File: src/design/unsigned_float_multiplier_assert.svh
// Assertion macros for the unsigned float multiplier
`ifndef UNSIGNED_FLOAT_MULTIPLIER_ASSERT_SVH
`define UNSIGNED_FLOAT_MULTIPLIER_ASSERT_SVH
`ifndef SYNTH
`define UFM_ASSERT_CLK(label, clk, rst, prop) \
   label: assert property (@(posedge clk) disable iff (rst) prop) else $error("assertion failed");
`define UFM_ASSERT_RST(label, clk, prop) \
   label: assert property (@(posedge clk) prop) else $error("assertion failed");
`else
`define UFM_ASSERT_CLK(label, clk, rst, prop)
`define UFM_ASSERT_RST(label, clk, prop)
`endif
`endif

File: src/design/ufm_pkg.sv
// Shared constants for the unsigned float multiplier
package ufm_pkg;
   localparam int ExpWidth = 8;
   localparam int MantWidth = 23;
   localparam int FieldWidth = 31;
   localparam int SigWidth = MantWidth + 1;
   localparam int ProdWidth = 2 * SigWidth;
   localparam int HalfWidth = (SigWidth + 1) / 2;
   localparam int Bias = (1 << (ExpWidth - 1)) - 1;
   localparam int Stages = 4;
endpackage

File: src/design/unsigned_float_multiplier.sv
// Unsigned float multiplier, truncating, no sign.
// Throughput: one word per cycle; a four-stage pipeline with
// a global stall when the rsp word is held.
// Reset: synchronous active high, clears the stage valid bits only.
`include "unsigned_float_multiplier_assert.svh"
module unsigned_float_multiplier (
   input  logic                              clock,
   input  logic                              reset,
   input  logic                              req_valid,
   output logic                              req_ready,
   input  logic [ufm_pkg::FieldWidth-1:0]    req_operand_a,
   input  logic [ufm_pkg::FieldWidth-1:0]    req_operand_b,
   output logic                              rsp_valid,
   input  logic                              rsp_ready,
   output logic [ufm_pkg::FieldWidth-1:0]    rsp_product
);
   logic [ufm_pkg::Stages-1:0] valid_ff, valid_in;
   logic advance;
   logic rsp_stall;

   assign advance = rsp_ready || !valid_ff[ufm_pkg::Stages-1];
   assign req_ready = advance;
   assign rsp_valid = valid_ff[ufm_pkg::Stages-1];
   assign valid_in = {valid_ff[ufm_pkg::Stages-2:0], req_valid};
   assign rsp_stall = rsp_valid && !rsp_ready;

   always_ff @(posedge clock) begin
      if (reset) begin
         valid_ff <= '0;
      end else if (advance) begin
         valid_ff <= valid_in;
      end
   end

   ufm_core u_core (
      .clock     (clock),
      .advance   (advance),
      .operand_a (req_operand_a),
      .operand_b (req_operand_b),
      .product   (rsp_product)
   );

   `UFM_ASSERT_CLK(hold_on_stall, clock, reset, rsp_stall |=> (rsp_valid && $stable(rsp_product)))
   `UFM_ASSERT_CLK(ready_when_empty, clock, reset, (!rsp_valid) |-> req_ready)
   `UFM_ASSERT_RST(clear_after_reset, clock, reset |=> !rsp_valid)
endmodule

File: src/design/ufm_core.sv
// Pipelined datapath of the unsigned float multiplier
module ufm_core (
   input  logic                              clock,
   input  logic                              advance,
   input  logic [ufm_pkg::FieldWidth-1:0]    operand_a,
   input  logic [ufm_pkg::FieldWidth-1:0]    operand_b,
   output logic [ufm_pkg::FieldWidth-1:0]    product
);
   localparam int MW = ufm_pkg::MantWidth;
   localparam int EW = ufm_pkg::ExpWidth;
   localparam int SW = ufm_pkg::SigWidth;
   localparam int HW = ufm_pkg::HalfWidth;
   localparam int PW = ufm_pkg::ProdWidth;
   localparam int XW = EW + 2;

   logic [SW-1:0] sa_ff, sb_ff;
   logic [XW-1:0] esum1_ff, esum2_ff, esum3_ff;
   logic          zero1_ff, zero2_ff, zero3_ff;
   logic [PW-1:0] lo_ff, mid_a_ff, mid_b_ff, hi_ff, prod_ff;
   logic [ufm_pkg::FieldWidth-1:0] product_ff, product_in;

   logic [MW-1:0] ma, mb;
   logic [EW-1:0] ea, eb;
   logic [2*HW-1:0] sa_ext, sb_ext;
   logic [HW-1:0] al, ah, bl, bh;
   logic geq2;
   logic [XW-1:0] efinal;
   logic [MW-1:0] mres;

   always_comb begin
      ma = operand_a[MW-1:0];
      mb = operand_b[MW-1:0];
      ea = operand_a[MW+EW-1:MW];
      eb = operand_b[MW+EW-1:MW];
      sa_ext = (2*HW)'(sa_ff);
      sb_ext = (2*HW)'(sb_ff);
      al = sa_ext[HW-1:0];
      ah = sa_ext[2*HW-1:HW];
      bl = sb_ext[HW-1:0];
      bh = sb_ext[2*HW-1:HW];
      geq2 = prod_ff[PW-1];
      efinal = esum3_ff + XW'(geq2);
      mres = geq2 ? prod_ff[PW-2 -: MW] : prod_ff[PW-3 -: MW];
      if (zero3_ff || efinal[XW-1]) begin
         product_in = '0;
      end else begin
         product_in = ufm_pkg::FieldWidth'({efinal[EW-1:0], mres});
      end
   end

   always_ff @(posedge clock) begin
      if (advance) begin
         sa_ff    <= {1'b1, ma};
         sb_ff    <= {1'b1, mb};
         esum1_ff <= XW'(ea) + XW'(eb) - XW'(ufm_pkg::Bias);
         zero1_ff <= (operand_a[MW+EW-1:0] == '0) || (operand_b[MW+EW-1:0] == '0);
         lo_ff    <= PW'(al * bl);
         mid_a_ff <= PW'(al * bh);
         mid_b_ff <= PW'(ah * bl);
         hi_ff    <= PW'(ah * bh);
         esum2_ff <= esum1_ff;
         zero2_ff <= zero1_ff;
         prod_ff  <= lo_ff + ((mid_a_ff + mid_b_ff) << HW) + (hi_ff << (2*HW));
         esum3_ff <= esum2_ff;
         zero3_ff <= zero2_ff;
         product_ff <= product_in;
      end
   end

   assign product = product_ff;
endmodule

File: config.mk
export PLATFORM = sky130hd
export DESIGN_NAME = unsigned_float_multiplier
export DESIGN_NICKNAME = d
export VERILOG_FILES = /design/src/design/ufm_pkg.sv /design/src/design/unsigned_float_multiplier.sv /design/src/design/ufm_core.sv
export VERILOG_INCLUDE_DIRS = /design/src /design/src/design
export SDC_FILE = /design/constraint.sdc
export NUM_CORES = 2
export LEC_CHECK = 0
export ABC_AREA = 0
export BUFFER_PORTS_ARGS = -buffer_cell sky130_fd_sc_hd__buf_2
export CAP_MARGIN = 20
export CELL_PAD_IN_SITES_DETAIL_PLACEMENT = 1
export CELL_PAD_IN_SITES_GLOBAL_PLACEMENT = 1
export CORE_UTILIZATION = 49
export CTS_BUF_LIST = sky130_fd_sc_hd__clkbuf_8
export DETAILED_ROUTE_END_ITERATION = 10
export PLACE_DENSITY = 0.75
export SLEW_MARGIN = 20
export SYNTH_ARGS = -nofsm -noshare
export SYNTH_HDL_FRONTEND = slang
export SYNTH_SLANG_ARGS = --single-unit
File: constraint.sdc
create_clock -name clock -period 12.28 [get_ports clock]
set_input_delay 0 -clock clock [delete_from_list [all_inputs] [get_ports clock]]
set_output_delay 0 -clock clock [all_outputs]
set_load 0.01 [all_outputs]
==> metrics.md <==
| Metric | Value |
|---|---|
| CTS H-tree depth | `2` |
| Top Usage Layer GRT | `met2` |
| Final hold vios | `0` |
| Initial antenna violation count | `9` |
| Max Freq | `154.8 MHz` |
| DP Wirelength | `59500 µm` |
| Crit Path Max Fanout | `16` |
| Mapped Cells | `2794` |
| Nets | `3687` |
| Final setup TNS | `0 ns` |
| Synth unique cells | `a little under 80` |
| Max-Cap Viols | `0` |
| Pin count of the biggest net entering global routing | `77` |
| EDFF count, synth | `roughly 220` |
| TritonCTS buffer count | `43` |
| Final Max Slew Viols | `0` |
| Main synth FF type | `edfxtp_1` |
| Top-level I/O count | `99` |
| Row cnt | `86` |
| Final wirelength | `76130 µm` |
| Met2 Track Usage GR | `49.17%` |
| Status | `completed` |
| Clock root buffer | `clkbuf_8` |
| VDD IR max | `roughly 180 µV` |
| GRT met1 Usage | `between 30% and 40%` |
| YS warnings | `0` |
| Setup CP Type | `reg2reg` |
| Sink Count | `223` |
| Req. time, crit path | `roughly 13 ns` |
| Fraction of registers with async set/reset | `0%` |
| Die width | `roughly 240 µm` |
| Port Buffers | `98` |
| Worst hold path type | `in2reg` |
| Crit path largest cell delay | `between 0.7 and 0.8 ns` |
| Fin crit share | `52.61%` |
| P&R area growth vs syn | `9.706%` |
| DRC errors left | `0` |
| Placed cell area | `roughly 29000 µm²` |
| Pwr/cell area | `295.3 nW/µm²` |
| CP Capture Type | `register` |
| Worst setup SP type | `register` |
| Fillers | `6199` |
| Leakage | `15.13 nW` |
| Top post-synthesis cells by area | `fa_1, edfxtp_1, ha_1` |
| Slowest stage cell, crit path | `edfxtp_1` |
| Synthesized flop and latch total | `around 220` |
| Hold slack | `about 0.076 ns` |
| Worst EP arrival | `between 6 and 7 ns` |
| R2r setup slk | `5.82 ns` |
| Met3 Use GR | `4.168%` |
| Worst-path clk slew | `roughly 0.060 ns` |
| Post-Syn Area | `27770 µm²` |
| First-pass GRT wire length | `~120000 µm` |
| Crit path max-delay family | `adder cells` |
| Mean cell area of the mapped netlist | `roughly 9.9 µm²` |
| DP Worst Slack | `a little under 6 ns` |
| Core footprint | `around 56000 µm²` |
| GRT Total Usage | `approximately 28%` |
| Clock period minus worst slack | `6.461 ns` |
| Share of the synthesized area in the top cell type | `between 20% and 30%` |
| Worst Path Buf+Inv | `4` |
| Clock Path Buffers | `3` |
| CTS tree | `done` |
| Full die area | `about 58000 µm²` |
| Skew final | `0.06290 ns` |
| Multi-input logic area | `~19000 µm²` |
| DR iter-0 viols | `slightly above 800` |
| Final instance area | `between 30000 and 40000 µm²` |
| Post-Syn Nets | `around 3600` |
| RSZ-0062 raised after global routing | `false` |
| WL/cell | `20.56 µm` |
| Via density | `roughly 5.3` |
| Most frequent CP cell | `fa_1` |
| Die H | `240.1 µm` |
| Clock latency on the worst-skew pair | `0.64 ns` |
| Share of cells above drive strength 1 | `under 10%` |
| Initial Utilization | `approximately half` |
| Post-layout util | `54.87%` |
| Max_slew headroom | `20.99%` |
| GP Congestion | `between 0.8 and 0.9` |
| Post-route setup slack | `5.819 ns` |
| Drt first pass iters | `4` |
| Crit path cell chain | `clkinv_1 > fa_1 > inv_1 > fa_1 > fa_1 > fa_1 > inv_1 > fa_1 > inv_1 > ha_1 > a21o_1 > a21oi_1 > nor2b_1 > a31oi_1 > o211ai_1 > o311ai_1 > o211ai_1 > o21ai_0 > a21oi_1 > xnor2_1` |
| Vias in the first global route | `around 23000` |
| Synth area leader | `fa_1` |
| Post-CTS Setup Repair Bufs | `0` |
| Vias | `19747` |
| Storage cell area | `around 6700 µm²` |
| Measured slew at the worst slew-check pin | `1.174 ns` |
| Setup Viol. Count Final | `0` |
| Sequential cell area fraction in the yosys report | `23.97%` |
| Antenna Violating Nets Remaining | `0` |
| Total grt overflow | `0` |
## timing repair
action,CTS,global route
endpoints found under the hold margin,58,0
resized for setup,0,0
hold buffers,54,0
## worst reg2reg max path, stage by stage (launching register included)
cell      delay [ns]
edfxtp_1        0.74
clkinv_1        0.47
fa_1            0.64
inv_1           0.06
fa_1            0.51
fa_1            0.52
fa_1            0.55
inv_1           0.06
fa_1            0.53
inv_1           0.05
ha_1            0.36
a21o_1          0.21
a21oi_1         0.23
nor2b_1         0.08
a31oi_1         0.23
o211ai_1        0.13
o311ai_1        0.17
o211ai_1        0.16
o21ai_0         0.24
a21oi_1         0.12
xnor2_1         0.14
## routing by layer
metal | part of all wire, % | vias to the layer above | wire length (µm)
met5 | 0.017 | - | 13
met2 | 50 | 480 | 38090
met4 | 3.5 | 2 | 2636
met3 | 4.7 | 149 | 3555
li1 | - | 9003 | -
met1 | 42 | 10113 | 31830
## cells in the final DEF (no fill, tap or decap), types with 66 or more instances in the layout
cell type | Yosys | layout
fa_1 | 401 | 401
buf_2 | 1 | 98
and2_1 | 180 | 180
nand2_1 | 357 | 357
inv_1 | 575 | 583
nor2_1 | 129 | 129
ha_1 | 302 | 302
xnor2_1 | 93 | 93
edfxtp_1 | 219 | 219
a21oi_1 | 66 | 66
## layout make-up
cell class	instances	share of cell area, %
inverter	577	7.110
clock buffer	43	1.943
sequential	223	21.85
timing repair buffer	179	4.050
tap	748	3.072
clock inverter	36	0.9118
antenna	3	0.02464
multi-input combinational	1894	61.04
## path summary, 6_finish.rpt
path	startpoint	end	depth (start not counted)
worst min register to register	u_core.esum1_ff[5]$_DFFE_PP_	u_core.esum2_ff[5]$_DFFE_PP_	0
worst max-delay path	u_core.sa_ext[13]$_DFFE_PP_	u_core.hi_ff[23]$_DFFE_PP_	20
worst max register to register	u_core.sa_ext[13]$_DFFE_PP_	u_core.hi_ff[23]$_DFFE_PP_	20
worst min-delay path	req_operand_b[26]	u_core.zero1_ff$_DFFE_PP_	4
## where the power goes
| group | internal, mW | switching (mW) | leakage [nW] | total [mW] |
|---|---|---|---|---|
| clock | 0.417 | 0.366 | 0.467 | 0.783 |
| combinational | 2.68 | 3.89 | 12.3 | 6.58 |
| sequential | 1.47 | 0.170 | 2.38 | 1.64 |
| total | 4.57 | 4.43 | 15.1 | 9.00 |
## through the flow
step | std cells | total power, mW
2_1_floorplan | 2794 | 6.272
3_3_place_gp | 3567 | 7.831
3_5_place_dp | 3567 | 8.190
4_1_cts | 3700 | 9.057
5_1_grt | 3702 | 9.857
6_report | 3703 | 8.996
## cells in the mapped netlist (all sizes together), types with 2 or more instances
cell	instances
a211o	2
a211oi	5
a21boi	5
a21o	28
a21oi	67
a311oi	3
a31o	2
a31oi	4
and2	180
and3	11
and4	2
buf	4
clkbuf	96
clkinv	2
dfxtp	4
edfxtp	219
fa	401
ha	302
inv	575
mux2i	26
nand2	358
nand2b	18
nand3	33
nand4	15
nand4b	2
nor2	129
nor2b	21
nor3	27
nor4	16
o2111ai	4
o211ai	7
o21a	13
o21ai	43
o21bai	9
o311ai	2
o31ai	3
o41ai	3
or2	3
or3	4
xnor2	93
xor2	34
## state kept, by name, indices dropped and copies added (netlist names), 4 cells and up
name	flops
u_core.esum1_ff	10
u_core.mid_b_ff	24
u_core.product	31
u_core.hi_ff	24
u_core.prod_ff	25
u_core.esum2_ff	10
u_core.sb_ext	23
u_core.lo_ff	12
u_core.mid_a_ff	24
valid_ff	4
u_core.esum3_ff	10
u_core.sa_ext	23
## kinds of logic (layout without fill, tap and decap cells)
group | count (synthesis) | count (layout) | share of synthesized area, %
adders and majority gates | 703 | 703 | 42.52
and+or+nand+nor | 824 | 824 | 14.05
AOI/OAI and AO/OA | 213 | 213 | 5.303
DFF | 223 | 223 | 23.97
other | 0 | 3 | 0
buffers and inverters | 677 | 835 | 9.170
muxes | 27 | 27 | 0.9778
xor gates and xnor gates | 127 | 127 | 4.006
Note: power is estimated with default switching activity, not from simulation.
